File: src/rtl/core/srrip_pkg.sv
// ----------------------------------------------------------------------------
// srrip_pkg
// Shared types and constants for the signature RRIP replacement block.
// ----------------------------------------------------------------------------
package srrip_pkg;

  localparam logic [1:0] RRPV_TOP  = 2'd3;
  localparam logic [1:0] CTR_TOP   = 2'd3;
  localparam int         HASH_SH1  = 12;
  localparam int         HASH_SH2  = 20;

  localparam logic       MODE_VICTIM = 1'b0;
  localparam logic       MODE_UPDATE = 1'b1;

  localparam logic       REG_HOT  = 1'b0;
  localparam logic       REG_COLD = 1'b1;

  typedef struct packed {
    logic        mode;
    logic [15:0] set;
    logic [4:0]  way;
    logic [15:0] sig;
    logic        hit;
  } cmd_t;

  typedef struct packed {
    logic [1:0] hot;
    logic [1:0] cold;
  } cfg_t;

endpackage

File: src/rtl/core/srrip_front.sv
// ----------------------------------------------------------------------------
// srrip_front
// Accepts requests, reduces set, way and PC signature to table range.
// ----------------------------------------------------------------------------
module srrip_front import srrip_pkg::*; #(
  parameter int NUM_SETS    = 2048,
  parameter int NUM_WAYS    = 16,
  parameter int SIG_ENTRIES = 4096
) (
  input  logic        clk,
  input  logic        rst_n,
  input  logic        in_valid,
  output logic        in_stall,
  input  logic        in_mode,
  input  logic [10:0] in_set_index,
  input  logic [3:0]  in_way_index,
  input  logic [63:0] in_program_counter,
  input  logic        in_was_hit,
  input  logic        clearing,
  input  logic        q_full,
  output logic        q_push,
  output cmd_t        q_data
);

  localparam bit SETS_POW2 = (NUM_SETS & (NUM_SETS - 1)) == 0;
  localparam bit SIG_POW2  = (SIG_ENTRIES & (SIG_ENTRIES - 1)) == 0;
  localparam bit NEED_ITER = !SETS_POW2 || !SIG_POW2;
  localparam int BPS       = 4;
  localparam int STEPS     = 64 / BPS;
  localparam int CNTW      = $clog2(STEPS);
  localparam int REMW      = 18;

  localparam logic [1:0] FS_IDLE = 2'd0;
  localparam logic [1:0] FS_SET  = 2'd1;
  localparam logic [1:0] FS_SIG  = 2'd2;
  localparam logic [1:0] FS_PUSH = 2'd3;

  logic [1:0]      fs_r, fs_nxt;
  cmd_t            cmd_r, cmd_nxt, cmd_in;
  logic [63:0]     hash_r, hash_nxt, hash;
  logic [63:0]     div_r, div_nxt, d_step;
  logic [REMW-1:0] rem_r, rem_nxt, r_step, divisor;
  logic [CNTW-1:0] cnt_r, cnt_nxt;
  logic            accept;

  function automatic logic [4:0] way_mod(input logic [3:0] w);
    logic [5:0] r;
    r = '0;
    for (int i = 3; i >= 0; i--) begin
      r = {r[4:0], w[i]};
      if (r >= 6'(NUM_WAYS)) r = r - 6'(NUM_WAYS);
    end
    return r[4:0];
  endfunction

  assign in_stall = (fs_r != FS_IDLE) || q_full || clearing;
  assign accept   = in_valid && !in_stall;
  assign hash     = in_program_counter ^ (in_program_counter >> HASH_SH1)
                  ^ (in_program_counter >> HASH_SH2);

  always_comb begin
    cmd_in.mode = in_mode;
    cmd_in.set  = SETS_POW2 ? (16'(in_set_index) & 16'(NUM_SETS - 1))
                            : 16'(in_set_index);
    cmd_in.way  = way_mod(in_way_index);
    cmd_in.sig  = SIG_POW2 ? (hash[15:0] & 16'(SIG_ENTRIES - 1)) : 16'd0;
    cmd_in.hit  = in_was_hit;

    divisor = (fs_r == FS_SET) ? REMW'(NUM_SETS) : REMW'(SIG_ENTRIES);
    r_step  = rem_r;
    d_step  = div_r;
    for (int k = 0; k < BPS; k++) begin
      r_step = {r_step[REMW-2:0], d_step[63]};
      d_step = {d_step[62:0], 1'b0};
      if (r_step >= divisor) r_step = r_step - divisor;
    end

    fs_nxt   = fs_r;
    cmd_nxt  = cmd_r;
    hash_nxt = hash_r;
    div_nxt  = div_r;
    rem_nxt  = rem_r;
    cnt_nxt  = cnt_r;
    q_push   = 1'b0;
    q_data   = cmd_r;

    unique case (fs_r)
      FS_IDLE: begin
        if (accept) begin
          if (!NEED_ITER) begin
            q_push = 1'b1;
            q_data = cmd_in;
          end else begin
            cmd_nxt  = cmd_in;
            hash_nxt = hash;
            rem_nxt  = '0;
            cnt_nxt  = '0;
            if (!SETS_POW2) begin
              fs_nxt  = FS_SET;
              div_nxt = 64'(in_set_index);
            end else begin
              fs_nxt  = FS_SIG;
              div_nxt = hash;
            end
          end
        end
      end
      FS_SET: begin
        rem_nxt = r_step;
        div_nxt = d_step;
        cnt_nxt = cnt_r + 1'b1;
        if (cnt_r == CNTW'(STEPS - 1)) begin
          cmd_nxt.set = 16'(r_step);
          rem_nxt     = '0;
          if (!SIG_POW2) begin
            fs_nxt  = FS_SIG;
            div_nxt = hash_r;
          end else begin
            fs_nxt = FS_PUSH;
          end
        end
      end
      FS_SIG: begin
        rem_nxt = r_step;
        div_nxt = d_step;
        cnt_nxt = cnt_r + 1'b1;
        if (cnt_r == CNTW'(STEPS - 1)) begin
          cmd_nxt.sig = 16'(r_step);
          fs_nxt      = FS_PUSH;
        end
      end
      FS_PUSH: begin
        if (!q_full) begin
          q_push = 1'b1;
          fs_nxt = FS_IDLE;
        end
      end
      default: fs_nxt = FS_IDLE;
    endcase
  end

  always_ff @(posedge clk) begin
    if (!rst_n) begin
      fs_r <= FS_IDLE;
    end else begin
      fs_r <= fs_nxt;
    end
    cmd_r  <= cmd_nxt;
    hash_r <= hash_nxt;
    div_r  <= div_nxt;
    rem_r  <= rem_nxt;
    cnt_r  <= cnt_nxt;
  end

endmodule

File: config.mk
export PLATFORM = sky130hd
export DESIGN_NAME = srrip_front
export DESIGN_NICKNAME = d
export VERILOG_FILES = /design/src/rtl/core/srrip_pkg.sv /design/src/rtl/core/srrip_front.sv
export SDC_FILE = /design/constraint.sdc
export NUM_CORES = 1
export LEC_CHECK = 0
export BUFFER_PORTS_ARGS = -buffer_cell sky130_fd_sc_hd__buf_4
export CORE_MARGIN = 1
export CORE_UTILIZATION = 24
export DETAILED_ROUTE_END_ITERATION = 10
export GPL_TIMING_DRIVEN = 1
export PLACE_DENSITY_LB_ADDON = 0.05
export SYNTH_ARGS = -nofsm -noshare
export SYNTH_HDL_FRONTEND = slang
export SYNTH_SLANG_ARGS = --single-unit
File: constraint.sdc
create_clock -name clk -period 1.4 [get_ports clk]
set_input_delay 0 -clock clk [delete_from_list [all_inputs] [get_ports clk]]
set_output_delay 0 -clock clk [all_outputs]
set_load 0.05 [all_outputs]
Word level (Yosys, flattened, before mapping)
Cells that the tools add are included.

Register bits after elaboration: 55. Bits of input ports: 86. Output and inout port bits: 41. Logic and storage cells: 49.

Add/subtract/negate cells: 5. Bitwise gates (word level): 3. Reduce and logical (&&, ||, !) cells: 11. Multiplexer cells: 15. Magnitude comparators: 4. Equality and inequality tests: 6.

Operator list (number): $mux 17 (5); $mux 39 (2); $ge 18x13->1 (4); $sub 17x13->17 (4); $pmux 17 s2 (1); $xor 12x12->12 (2); $mux 13 (1); $add 4x1->4 const B (1); $eq 2x2->1 const B (2); $eq 4x4->1 const B (1); $mux 2 (2); $pmux 2 s2 (1); $reduce_and 2->1 (2); $reduce_bool 2->1 (2); $reduce_and 3->1 (1); $eq 2x1->1 const B (1); $logic_not 2->1 (1); $logic_or 1x1->1 (2); $mux 1 (2); $ne 2x1->1 const B (1); $ne 2x2->1 const B (1); $pmux 1 s2 (1); $reduce_or 2->1 (1); $logic_and 1x1->1 (1); other kinds (2) (2).

Logic depth before layout (Yosys ltp)
Depth in word-level cells: 12. Gate-level depth with buffers: 3. Mapped depth without buffers: 2.

Worst setup path before layout
OpenSTA, ideal clock, no wires.

Kind: reg-to-output. Start point: register fs_r[0]. End point: output q_data[10] in the netlist's numbering. Stages on the path, launching flop included: 4. Slack: -307 ps. Data required time: 1400 ps. Arrival time: 1707 ps. Buffers on the path: 1. Path through: dfxtp_1 -> or4b_4 -> buf_6 -> nor2_1.

RTL lines: from (decl) (RTL line srrip_front.sv:38) `logic [1:0] fs_r, fs_nxt;`; from (signal assigned) (RTL line srrip_front.sv:146) `fs_r <= fs_nxt;`; to (decl) (RTL line srrip_front.sv:22) `output cmd_t q_data`.

Worst setup path in the final report
Start point: register fs_r[0]. End point: output q_push.

Word-level cells in the longest chain between the ends: 7. Elaborated cells between the ends (all ways): 9. Classes of those cells: 1 x eq/ne; 2 x mux; 6 x reduce/logical.

Ends and longest elaborated chain: $reduce_bool 2->1 (RTL line srrip_front.sv:56) `assign in_stall = (fs_r != FS_IDLE) || q_full || clearing;`; $logic_or 1x1->1 (2 in series) (RTL line srrip_front.sv:56); $logic_not 1->1 (RTL line srrip_front.sv:57) `assign accept = in_valid && !in_stall;`; $logic_and 1x1->1 (RTL line srrip_front.sv:57); $mux 1 (RTL line srrip_front.sv:89) `if (accept) begin`; $pmux 1 s2 * (RTL line srrip_front.sv:87) `unique case (fs_r)`; to (decl) (RTL line srrip_front.sv:21) `output logic q_push,`.

Mark *: on every way between the ends. The rest lies on a longest branch, timed or not.

==> flow_summary.json <==
{
  "outcome": "completed",
  "r2r_setup_slack_ns": 0.68,
  "drc": 0,
  "first_pass_iters": 2,
  "syn_avg_cell_area_um2": 9.78,
  "max_stage_delay_ns": 0.66,
  "pwr_density_cell_nw_per_um2": 402,
  "clk_pin_slew_ns": 0,
  "grt_pass1_wl_um": 2340,
  "finalSetupViolCount": 0,
  "num-fill-cells": 214,
  "postPlaceCellArea_um2": 1290,
  "die_x_um": 51.9,
  "critPathLaunchType": "flop",
  "portBuffers": 84,
  "r2r_cells": 2,
  "final_common_cell": "buf_4",
  "tns_ns": 0,
  "dieArea_um2": 2690,
  "cap_violations": 0,
  "ir_drop_mv": 0.321,
  "ys_types": 14,
  "crit_arrival_ns": 1.32,
  "core_um2": 2280,
  "synth_area_um2": 597,
  "power_leakage_nw": 0.751,
  "place_ws_ns": 0.0185,
  "seq_area_um2": 20.0,
  "cp-end-kind": "primary output",
  "timing.rr.start": "fs_r[0]",
  "reg_top3": "fs_r: 1 flops",
  "antenna_found_initial": 0,
  "holdBufCountCts": 0,
  "dieHeight_um": 51.9,
  "vias": 680,
  "postCtsSetupBuffers": 0,
  "crit_required_ns": 1.40,
  "syn2layout_area_growth_pct": 116,
  "yosysWarnings": 0,
  "path_buf_inv": 1,
  "avgViaCountPerCell": 3.95,
  "syn_inst": 61,
  "overflow": 0,
  "finalCritPeriodShare_pct": 94.5,
  "finClkSkew_ns": 0,
  "rr_endpoint": "fs_r[0]",
  "hp-class": "input pin to flop",
  "grt_pass1_vias": 597,
  "slew_viol_final": 0,
  "worstHoldStart": "rst_n",
  "period_needed_ns": 1.32,
  "nets": 232,
  "path_max_fanout": 13,
  "ys_seq_area_share_pct": 3.35,
  "crit_chain": "or4b_4 > o21ai_0 > buf_4",
  "drt_iter0_drc": 1,
  "final_area_um2": 1290,
  "multi_input_area_um2": 587,
  "place.gp.congestion": 0.709,
  "crit_path_top_delay_cell": "or4b_4",
  "final_cell_mix": "buf_4 (86), and2_1 (17), xnor3_1 (12)",
  "drive_above_1_share_pct": 69.4,
  "place_inst": 172,
  "holdPathStages": 2,
  "finalNonFillerCells": 172,
  "wl_um": 1690,
  "critical_path_class": "flop to primary output",
  "hold-worst-slack_ns": 0.267,
  "gr-usage-all-layers_pct": 10.9,
  "dpl.hpwl_um": 1530,
  "regMostFlops": "fs_r",
  "grt_max_degree": 18,
  "hold_violations": 0,
  "cp_top_family": "simple AND/OR/NAND/NOR gates",
  "placementRows": 17,
  "timing.fmax_ghz": 0.756,
  "hold_end": "fs_r[0]",
  "rsz0062_at_grt": "no",
  "clk_latency_ns": 0,
  "ant_nets": 0,
  "layout_setup_ws_ns": 0.0769,
  "start_util_pct": 26.2,
  "wl_per_cell_um": 9.82,
  "ctsResizeCount": 0,
  "antenna_cells": 0,
  "ios": 127,
  "largest_reg_flops": 1,
  "ys_ff_latch": 1
}
per-stage QoR:
step / power [mW] / util, %
after floorplan: 0.372 / -
after global routing: 0.544 / 56.7
after CTS: 0.523 / 56.7
after detailed placement: 0.523 / 56.7
after global placement: 0.518 / 56.7
final: 0.519 / 56.7
worst register-to-register path: stages (launching register included):
cell and delay [ns]:
dfxtp_1 0.29, buf_4 0.15, and3_2 0.16
synth_stat cells:
cell type	count	share of area (%)
conb_1	1	0.63
dfxtp_1	1	3.4
buf_6	1	1.9
o21ai_0	1	0.84
clkbuf_1	1	0.63
xnor3_1	12	45
and3_2	1	1.3
nor2_1	12	7.5
and2_1	17	18
inv_1	1	0.63
nor4b_4	1	4.0
or4b_4	1	2.3
buf_4	10	13
or3_2	1	1.3
logic make-up (layout without fill, tap and decap cells):
kind of cell    count (synthesis)  in the layout  synth area share, %
simple gates                   33             33                 34.2
buf+inv                        13             87                 15.7
xor+xnor                       12             12                 45.3
other cells                     1             10                0.628
compound gates                  1              1                0.838
flops                           1              1                 3.35
where the power goes:
part	switching [mW]	total, mW	internal (mW)
clock network	0	0	0
logic	0.257	0.490	0.234
registers	0	0.0291	0.0291
area by class of cell:
| cell class | instances | area share, % |
|---|---|---|
| Sequential cell | 1 | 1.55 |
| Multi-Input combinational cell | 56 | 45.4 |
| Timing Repair Buffer | 86 | 50.0 |
| Tap cell | 28 | 2.71 |
| Inverter | 1 | 0.291 |
layer usage:
| metal | vias to the layer above | routed length, um | track usage, % | part of all wire [%] |
|---|---|---|---|---|
| met4 | 0 | 0 | 0 | 0 |
| met2 | 51 | 898 | 22.4 | 53 |
| li1 | 345 | - | - | - |
| met5 | - | 0 | 0 | 0 |
| met1 | 284 | 514 | 11.2 | 30 |
| met3 | 0 | 276 | 3.22 | 16 |
how the worst max path moves through the flow:
stage                        from        end  slack, ns  cells past startpoint
after floorplan           fs_r[0]  q_data[1]      -0.18                      2
after global placement    fs_r[0]  q_data[2]       0.03                      3
after detailed placement  fs_r[0]     q_push       0.02                      3
after CTS                 fs_r[0]     q_push      0.009                      3
after global routing      fs_r[0]     q_push      0.004                      3
final                     fs_r[0]     q_push       0.08                      3
Power figures use the tool's default switching activity.
