--- config.mk ---
export PLATFORM = sky130hd
export DESIGN_NAME = srrip_queue
export DESIGN_NICKNAME = d
export VERILOG_FILES = /design/src/rtl/core/srrip_pkg.sv /design/src/rtl/core/srrip_queue.sv
export SDC_FILE = /design/constraint.sdc
export NUM_CORES = 1
export LEC_CHECK = 0
export BUFFER_PORTS_ARGS = -buffer_cell sky130_fd_sc_hd__buf_4
export CAP_MARGIN = 20
export CORE_UTILIZATION = 51
export CTS_CLUSTER_DIAMETER = 100
export DETAILED_ROUTE_END_ITERATION = 10
export HOLD_SLACK_MARGIN = 0.05
export PLACE_DENSITY_LB_ADDON = 0.05
export SLEW_MARGIN = 20
export SYNTH_ARGS = -nofsm -noshare
export SYNTH_HDL_FRONTEND = slang
export SYNTH_SLANG_ARGS = --single-unit
--- constraint.sdc ---
create_clock -name clk -period 3.2 [get_ports clk]
set_clock_uncertainty 0.1 [all_clocks]
set_input_delay 0.32 -clock clk [delete_from_list [all_inputs] [get_ports clk]]
set_output_delay 0.32 -clock clk [all_outputs]
set_load 0.005 [all_outputs]
--- src/rtl/core/srrip_pkg.sv ---
// ----------------------------------------------------------------------------
// srrip_pkg
// Shared types and constants for the signature RRIP replacement block.
// ----------------------------------------------------------------------------
package srrip_pkg;

  localparam logic [1:0] RRPV_TOP  = 2'd3;
  localparam logic [1:0] CTR_TOP   = 2'd3;
  localparam int         HASH_SH1  = 12;
  localparam int         HASH_SH2  = 20;

  localparam logic       MODE_VICTIM = 1'b0;
  localparam logic       MODE_UPDATE = 1'b1;

  localparam logic       REG_HOT  = 1'b0;
  localparam logic       REG_COLD = 1'b1;

  typedef struct packed {
    logic        mode;
    logic [15:0] set;
    logic [4:0]  way;
    logic [15:0] sig;
    logic        hit;
  } cmd_t;

  typedef struct packed {
    logic [1:0] hot;
    logic [1:0] cold;
  } cfg_t;

endpackage

--- src/rtl/core/srrip_queue.sv ---
// ----------------------------------------------------------------------------
// srrip_queue
// Two-entry request queue between the front and back parts.
// ----------------------------------------------------------------------------
module srrip_queue import srrip_pkg::*; (
  input  logic clk,
  input  logic rst_n,
  input  logic push,
  input  cmd_t wdata,
  input  logic pop,
  output logic valid,
  output logic full,
  output cmd_t rdata
);

  cmd_t       mem_r [2];
  logic       wp_r, rp_r;
  logic [1:0] cnt_r;

  assign valid = cnt_r != 2'd0;
  assign full  = cnt_r == 2'd2;
  assign rdata = mem_r[rp_r];

  always_ff @(posedge clk) begin
    if (!rst_n) begin
      wp_r  <= 1'b0;
      rp_r  <= 1'b0;
      cnt_r <= 2'd0;
    end else begin
      if (push) wp_r <= !wp_r;
      if (pop)  rp_r <= !rp_r;
      cnt_r <= cnt_r + {1'b0, push} - {1'b0, pop};
    end
    if (push) begin
      mem_r[wp_r] <= wdata;
    end
  end

endmodule

[Word-level counts from Yosys, hierarchy flattened]
Memory sizes are Yosys's and may differ from the RTL's. A register that Yosys moved wholly into a read port is not among the register bits.
Cells that the tools add are included.
Storage, ports and cells
  output and inout port bits: 41
  memories kept: 1
  bits in registers: 4
  memory bits (writable): 78
Memory list
  mem_r: depth 2, bits a word 39, rd ports 1, clocked after memory_dff 1, wr ports 1, RTL line srrip_queue.sv:16  | cmd_t mem_r [2];
Cells by class
  multiplexer cells: 4
  equal/unequal tests: 1
  reductions and logical operators: 3
  add/sub/neg operators: 2
Operators by type and width (count)
  two-way mux 1 bit: 4
  adder 2 x 1 -> 2 bit: 1
  == test 2 bit (second input constant): 1
  zero test 1 bit: 2
  nonzero test 2 bit: 1
  subtractor 2 x 1 -> 2 bit: 1

[Longest topological paths before layout]
Gate-level depths: netlist (run 1).
  word-level depth: 3
  mapped depth: 6
  gate-level depth less buffers: 6

[Worst setup path before layout (run 1)]
No wires, ideal clock.
  kind: input to register
  from: in push
  to: mem mem_r[0][0] in the netlist's numbering (enable)
  stages: 1
  setup time: 0.441 ns
  required time: 2.659 ns
  arrival time: 2.098 ns
  path buffers: 0
  slack: 0.561 ns
  cell sequence: nor2b_1
On the way
  cells in the longest elaborated chain, start to end: 2
RTL lines
  from (decl): RTL line srrip_queue.sv:8  | input logic push,
  two-way mux 1 bit: RTL line srrip_queue.sv:34  | if (push) begin
  two-way mux 1 bit (implied by the code): RTL line srrip_queue.sv:35  | mem_r[wp_r] <= wdata;
  to (decl): RTL line srrip_queue.sv:16
No other way between the ends.

==> out/qor.yml, run 1 <==
outcome: "completed"
drive_gt1_share_pct: 54.02
first_pass_iters: 4
hp-start: "wdata[15]"
num_rows: 27
ios: 84
cpPeakStageDelay_ns: 0.63
slew_headroom_pct: 39.90
drcViolationCount: 0
critPathTopFamily: "flip-flops"
hpwl_um: 3353
die_y_um: 79.81
power.density_nw_per_um2: 558.0
drv_slew: 0
htreeDepth: 3
cts_buffers: 9
required_ns: 2.78
syn-num-nets: 187
yosys_warnings: 0
die_area_sq_um: 6370
core_sq_um: 5675
fmax_ghz: 0.4323
grtUsageMet1_pct: 17.97
cts_resized: 0
antenna_found_initial: 0
arrival_ns: 1.89
use_met3_pct: 4.571
viasPerCell: 4.793
grtUsageTotal_pct: 17.47
layout_common_cells: "buf_4 (85), edfxtp_1 (78), mux2_2 (29)"
fillerInstances: 341
ir_drop_mv: 0.3761
worstPathCellList: "buf_4 > mux2_2 > buf_4"
root_buffer: "clkbuf_8"
async_flop_share_pct: 0
crit_path_start_kind: "register"
dr_total_vias: 1596
grt_pass1_vias: 1739
portBuffers: 83
worstSetupPathType: "register to output pin"
routed_wl_um: 5039
avgSynthCellArea_sq_um: 21.75
clkLatencyLatePin_ns: 0.34
synth_ff_type: "edfxtp_1"
r2r_slack_ns: 1.51
finalNetCount: 301
synth-seq-cells: 83
synth_area_leaders: "edfxtp_1 (76%), mux2_2 (11%), mux2_4 (4.9%)"
synth_cells: 142
ys_types: 15
cts_tree: "yes"
layout.cells.most_common: "buf_4"
synth_area_sq_um: 3088
globalplace.congestion: 0.6801
reg2regPathDepth: 2
critPathBufInv: 2
cp_slowest_cell: "dfxtp_2"
holdPathStages: 1
wl_per_cell_um: 15.13
synth_area_leader_cell: "edfxtp_1"
drtAntennaViolNets: 0
busiest_layer: "met2"
r2r_start: "wp_r$_SDFFE_PN0P_"
area_growth_pct: 36.43
grt_max_degree: 40
tightest_slew_ns: 0.9015
die_x_um: 79.81
max-clock-path-buffers: 2
rsz0062_at_grt: "false"
whs_endpoint: "mem_r[0][15]$_DFFE_PP_"
drv_cap: 0
path_clk_slew_ns: 0.08
finalSetupTns_ns: 0
cp_max_fo: 20
crit_top_cell: "buf_4"
grt_first_pass_wirelength_um: 7948
diodes: 0
start_util_pct: 54.41
cts.sinks: 83
hp-class: "primary input to register"
placed_cells: 295
end_kind: "output pin"
drt-initial-drc-count: 68
synth.top_cell.area_share_pct: 75.85
seq_area_frac_synth_pct: 79.09
finalHoldViolations: 0
synth_edf_count: 78
fin_crit_ns: 2.313
setup_viol: 0
gr-total-overflow: 0
p_leak_nw: 1.634
use_met2_pct: 31.97
r2r-end: "mem_r[0][37]$_DFFE_PP_"
final_cells: 333
fin_crit_sh_pct: 72.29
[sequential cells by signal, indices dropped and copies added, names as in the netlist, named ones only]
signal / flops
rp_r: 1
mem_r: 78
wp_r: 1
cnt_r: 2
[report_power, final]
part / total, mW / switching [mW] / internal [mW] / leakage, nW
Sequential: 1.28 / 0.0259 / 1.25 / 0.774
Combinational: 0.307 / 0.107 / 0.200 / 0.759
Clock: 0.764 / 0.331 / 0.433 / 0.101
Total: 2.35 / 0.464 / 1.89 / 1.63
[worst max path at each step]
stage	startpoint	cells past startpoint	end
CTS	register	3	rdata[17]
floorplan	push	1	mem_r[0][0]$_DFFE_PP_
finish	register	3	rdata[9]
global placement	register	3	rdata[17]
detailed placement	register	3	rdata[17]
global route	register	3	rdata[9]
[layer usage]
| layer | up-vias | share of wire [%] |
|---|---|---|
| met5 | - | 0 |
| met1 | 763 | 38 |
| met2 | 52 | 55 |
| met3 | 7 | 5.4 |
| li1 | 774 | - |
| met4 | 0 | 1.2 |
[per-stage QoR]
step | cell area, sq um | power, mW | worst slack [ns] | utilization [%] | hold slack (ns)
floorplan | 3088 | 1.441 | 0.5613 | - | 0.3189
global placement | 3785 | 1.578 | 1.262 | 66.69 | 0.4045
detailed placement | 3785 | 1.593 | 1.235 | 66.69 | 0.4079
CTS | 4203 | 2.376 | 0.8411 | 74.05 | 0.05066
global route | 4213 | 2.438 | 0.7702 | 74.23 | 0.05001
finish | 4213 | 2.351 | 0.8866 | 74.23 | 0.06885
[cell families (layout without fill, tap and decap cells)]
kind of cell,Yosys count,after routing,synth area share [%]
adder cells (fa/ha/maj),2,2,0.8102
XOR/XNOR,2,2,1.013
AO/OA/AOI/OAI,1,1,0.2432
AND/OR/NAND/NOR,9,9,1.823
buffers and inverters,6,125,1.580
flip-flops,83,83,79.09
multiplexers,39,39,15.44
[final cells by class]
type                       count  area [sq um]  share of cell area [%]
sequential                    83          2444                   58.00
timing repair buffer         107         858.3                   20.37
clock inverter                 6         80.08                   1.901
multi-input combinational     53         605.6                   14.37
tap                           72         90.09                   2.138
clock buffer                  10         127.6                   3.029
inverter                       2         7.507                  0.1782
[cell usage after synthesis (2+ instances only)]
cell type	number
ha_1	2
inv_1	2
and2_1	4
mux2_2	29
mux2_4	10
dfxtp_1	5
nor2b_1	4
edfxtp_1	78
buf_4	2
[timing repair]
| action | CTS | global route |
|---|---|---|
| hold buffers | 21 | 1 |
| setup buffers | 0 | 0 |
| endpoints found under the setup margin | 0 | 0 |
| hold endpoints to repair | 41 | 2 |
Power figures use the tool's default switching activity.
==> run 2: changes to the inputs <==
clock period = 2.37 ns   (was 3.2 ns; I/O delays follow)
==> run 2 against run 1 <==
Net effect: setup slack got worse by 0.53 ns; clock power rose by 35%; global-route usage increased by 2.0 points; final cell count rose by 6.0%; non-clock buffer count rose by 20; die area did not move; hold slack better by 0.075 ns; first-iteration DRC count increased by 10%; register-to-register slack worse by 0.74 ns; design area increased by 5.3%; critical path type unchanged; largest cell class unchanged.
==> out/qor.yml, run 2 (same netlist as run 1, synthesis figures left out) <==
start_util_pct: 54.41  # unchanged
pwr-share-clk_pct: 32.1  # was 32.5%
drive_gt1_share_pct: 51.96  # was 54.02%
cts_tree: "yes"  # unchanged
largest_register: "mem_r"  # unchanged
end_kind: "output pin"  # unchanged
diodes: 0  # unchanged
tightest_slew_ns: 0.5899  # was 0.9015 ns
crit_path_start_kind: "register"  # unchanged
r2r_start: "wp_r$_SDFFE_PN0P_"  # unchanged
cp_max_fo: 26  # was 20
finalNetCount: 321  # was 301
layout.cells.most_common: "buf_4"  # unchanged
clkLatencyLatePin_ns: 0.33  # was 0.34 ns
power_switching_mw: 0.6827  # was 0.4642 mW
drt-initial-drc-count: 75  # was 68
path_clk_slew_ns: 0.08  # about the same
largestRegisters: "mem_r (78), cnt_r (2)"  # unchanged
power.density_nw_per_um2: 725.1  # was 558.0 nW/um^2
fin_crit_ns: 2.010
cpPeakStageDelay_ns: 0.56  # was 0.63 ns
finalInstanceArea_sq_um: 4438  # was 4213 sq um
r2r_slack_ns: 0.77  # was 1.51 ns
p_seq_share_pct: 53.6  # was 54.4%
first_pass_iters: 4  # unchanged
cts.sinks: 83  # unchanged
arrival_ns: 1.67  # was 1.89 ns
grt_first_pass_wirelength_um: 8783  # was 7948 um
critPathTopFamily: "flip-flops"  # unchanged
finalSetupTns_ns: 0  # unchanged
dr_total_vias: 1721  # was 1596
reg2regPathDepth: 2  # unchanged
grt_pass1_vias: 1878  # was 1739
grt_max_degree: 40  # unchanged
p_total_mw: 3.218  # was 2.351 mW
wl_per_cell_um: 16.55  # was 15.13 um
p_comb_share_pct: 14.3  # was 13.1%
hpwl_um: 3508  # was 3353 um
htreeDepth: 3  # unchanged
setup_viol: 0  # unchanged
core_sq_um: 5675  # unchanged
num_rows: 27  # unchanged
die_y_um: 79.81  # unchanged
drtAntennaViolNets: 0  # unchanged
cts_resized: 0  # unchanged
rsz0062_at_grt: "false"  # unchanged
worstPathCellList: "buf_12 > mux2_2 > buf_4"  # was buf_4 > mux2_2 > buf_4
outcome: "completed"  # unchanged
drcViolationCount: 0  # unchanged
swShare_pct: 21.21  # was 19.75%
ios: 84  # unchanged
required_ns: 2.03  # was 2.78 ns
fin_crit_sh_pct: 84.83
holdPathStages: 3  # was 1
gr-total-overflow: 0  # unchanged
max-clock-path-buffers: 2  # unchanged
p_leak_nw: 1.723  # was 1.634 nW
grtUsageTotal_pct: 19.46  # was 17.47%
critPathBufInv: 2  # unchanged
placed_cells: 297  # was 295
largest_reg_flops: 78  # unchanged
fmax_ghz: 0.4974
worstSetupPathType: "register to output pin"  # unchanged
finalHoldViolations: 0  # unchanged
drv_cap: 0  # unchanged
die_x_um: 79.81  # unchanged
layout_common_cells: "buf_4 (85), edfxtp_1 (78), dlygate4sd3_1 (40)"  # was buf_4 (85), edfxtp_1 (78), mux2_2 (29)
final_cells: 353  # was 333
viasPerCell: 4.875  # was 4.793
p_int_mw: 2.536  # was 1.886 mW
antenna_found_initial: 0  # unchanged
portBuffers: 83  # unchanged
post_cts_buffers: 0  # unchanged
die_area_sq_um: 6370  # unchanged
cts_buffers: 9  # unchanged
routed_wl_um: 5843  # was 5039 um
whs_endpoint: "wp_r$_SDFFE_PN0P_"  # was mem_r[0][15]$_DFFE_PP_
place_area_sq_um: 3825  # was 3785 sq um
hp-class: "primary input to register"  # unchanged
r2r-end: "mem_r[0][37]$_DFFE_PP_"  # unchanged
ir_drop_mv: 0.4852  # was 0.3761 mV
root_buffer: "clkbuf_8"  # unchanged
slew_headroom_pct: 60.59  # was 39.90%
hp-start: "push"  # was wdata[15]
globalplace.congestion: 0.6610  # was 0.6801
hold_slack_ns: 0.1436  # was 0.06885 ns
drv_slew: 0  # unchanged
cp_slowest_cell: "dfxtp_2"  # unchanged
area_growth_pct: 43.72  # was 36.43%
## run 2: cell types whose count changed in the layout (fill, tap and decap cells not counted), moves of 2 or more
cell	previous run	this run
dlygate4sd3_1	22	40
clkinvlp_4	1	3
buf_12	0	2
clkbuf_8	9	11
clkinv_1	2	0
## run 2: through the flow
step / utilization, % / setup WS, ns
2_1_floorplan: - / 0.4978
5_1_grt: 78.20 / 0.2785
3_5_place_dp: 67.39 / 0.7244
3_3_place_gp: 67.39 / 0.7430
4_1_cts: 78.20 / 0.3383
6_report: 78.20 / 0.3595
## run 2: routing by layer
layer | wire, um | track usage [%] | vias up
met3 | 298 | 5.486 | 10
li1 | - | - | 819
met5 | 0 | 0 | -
met2 | 3165 | 35.64 | 60
met1 | 2277 | 21.07 | 832
met4 | 102 | 7.679 | 0
## run 2: tightest hold or removal path, cell delays in order
cell and delay (ns):
buf_4 0.10, nor2b_1 0.05, o21a_1 0.15
## run 2: worst max path at each step
stage,depth (start not counted),startpoint,to
global route,3,register,rdata[25]
floorplan,1,wp_r$_SDFFE_PN0P_,mem_r[0][0]$_DFFE_PP_
finish,3,register,rdata[25]
CTS,3,register,rdata[11]
detailed placement,3,register,rdata[16]
global placement,3,register,rdata[15]
## run 2: area by class of cell
type / instances / area, sq um
repair buffers: 127 / 1079
multi-input cells: 53 / 605.6
clock inverters: 5 / 61.31
fillers: 339 / 1237
clock buffers: 11 / 151.4
flip-flops and latches: 83 / 2444
well taps: 72 / 90.09
inverters: 2 / 7.507
## run 2: power groups by stage
stage | combinational (mW) | sequential (mW) | clock, mW
after CTS | 0.460 | 1.73 | 1.05
after detailed placement | 0.406 | 1.76 | 0
final | 0.459 | 1.73 | 1.03
after global placement | 0.394 | 1.75 | 0
after floorplan | 0.202 | 1.74 | 0
after global routing | 0.495 | 1.73 | 1.11
## run 2: timing repair
action | 4_1_cts | 5_1_grt
hold buffers | 40 | 0
endpoints found under the hold margin | 82 | 0
endpoints found under the setup margin | 0 | 0
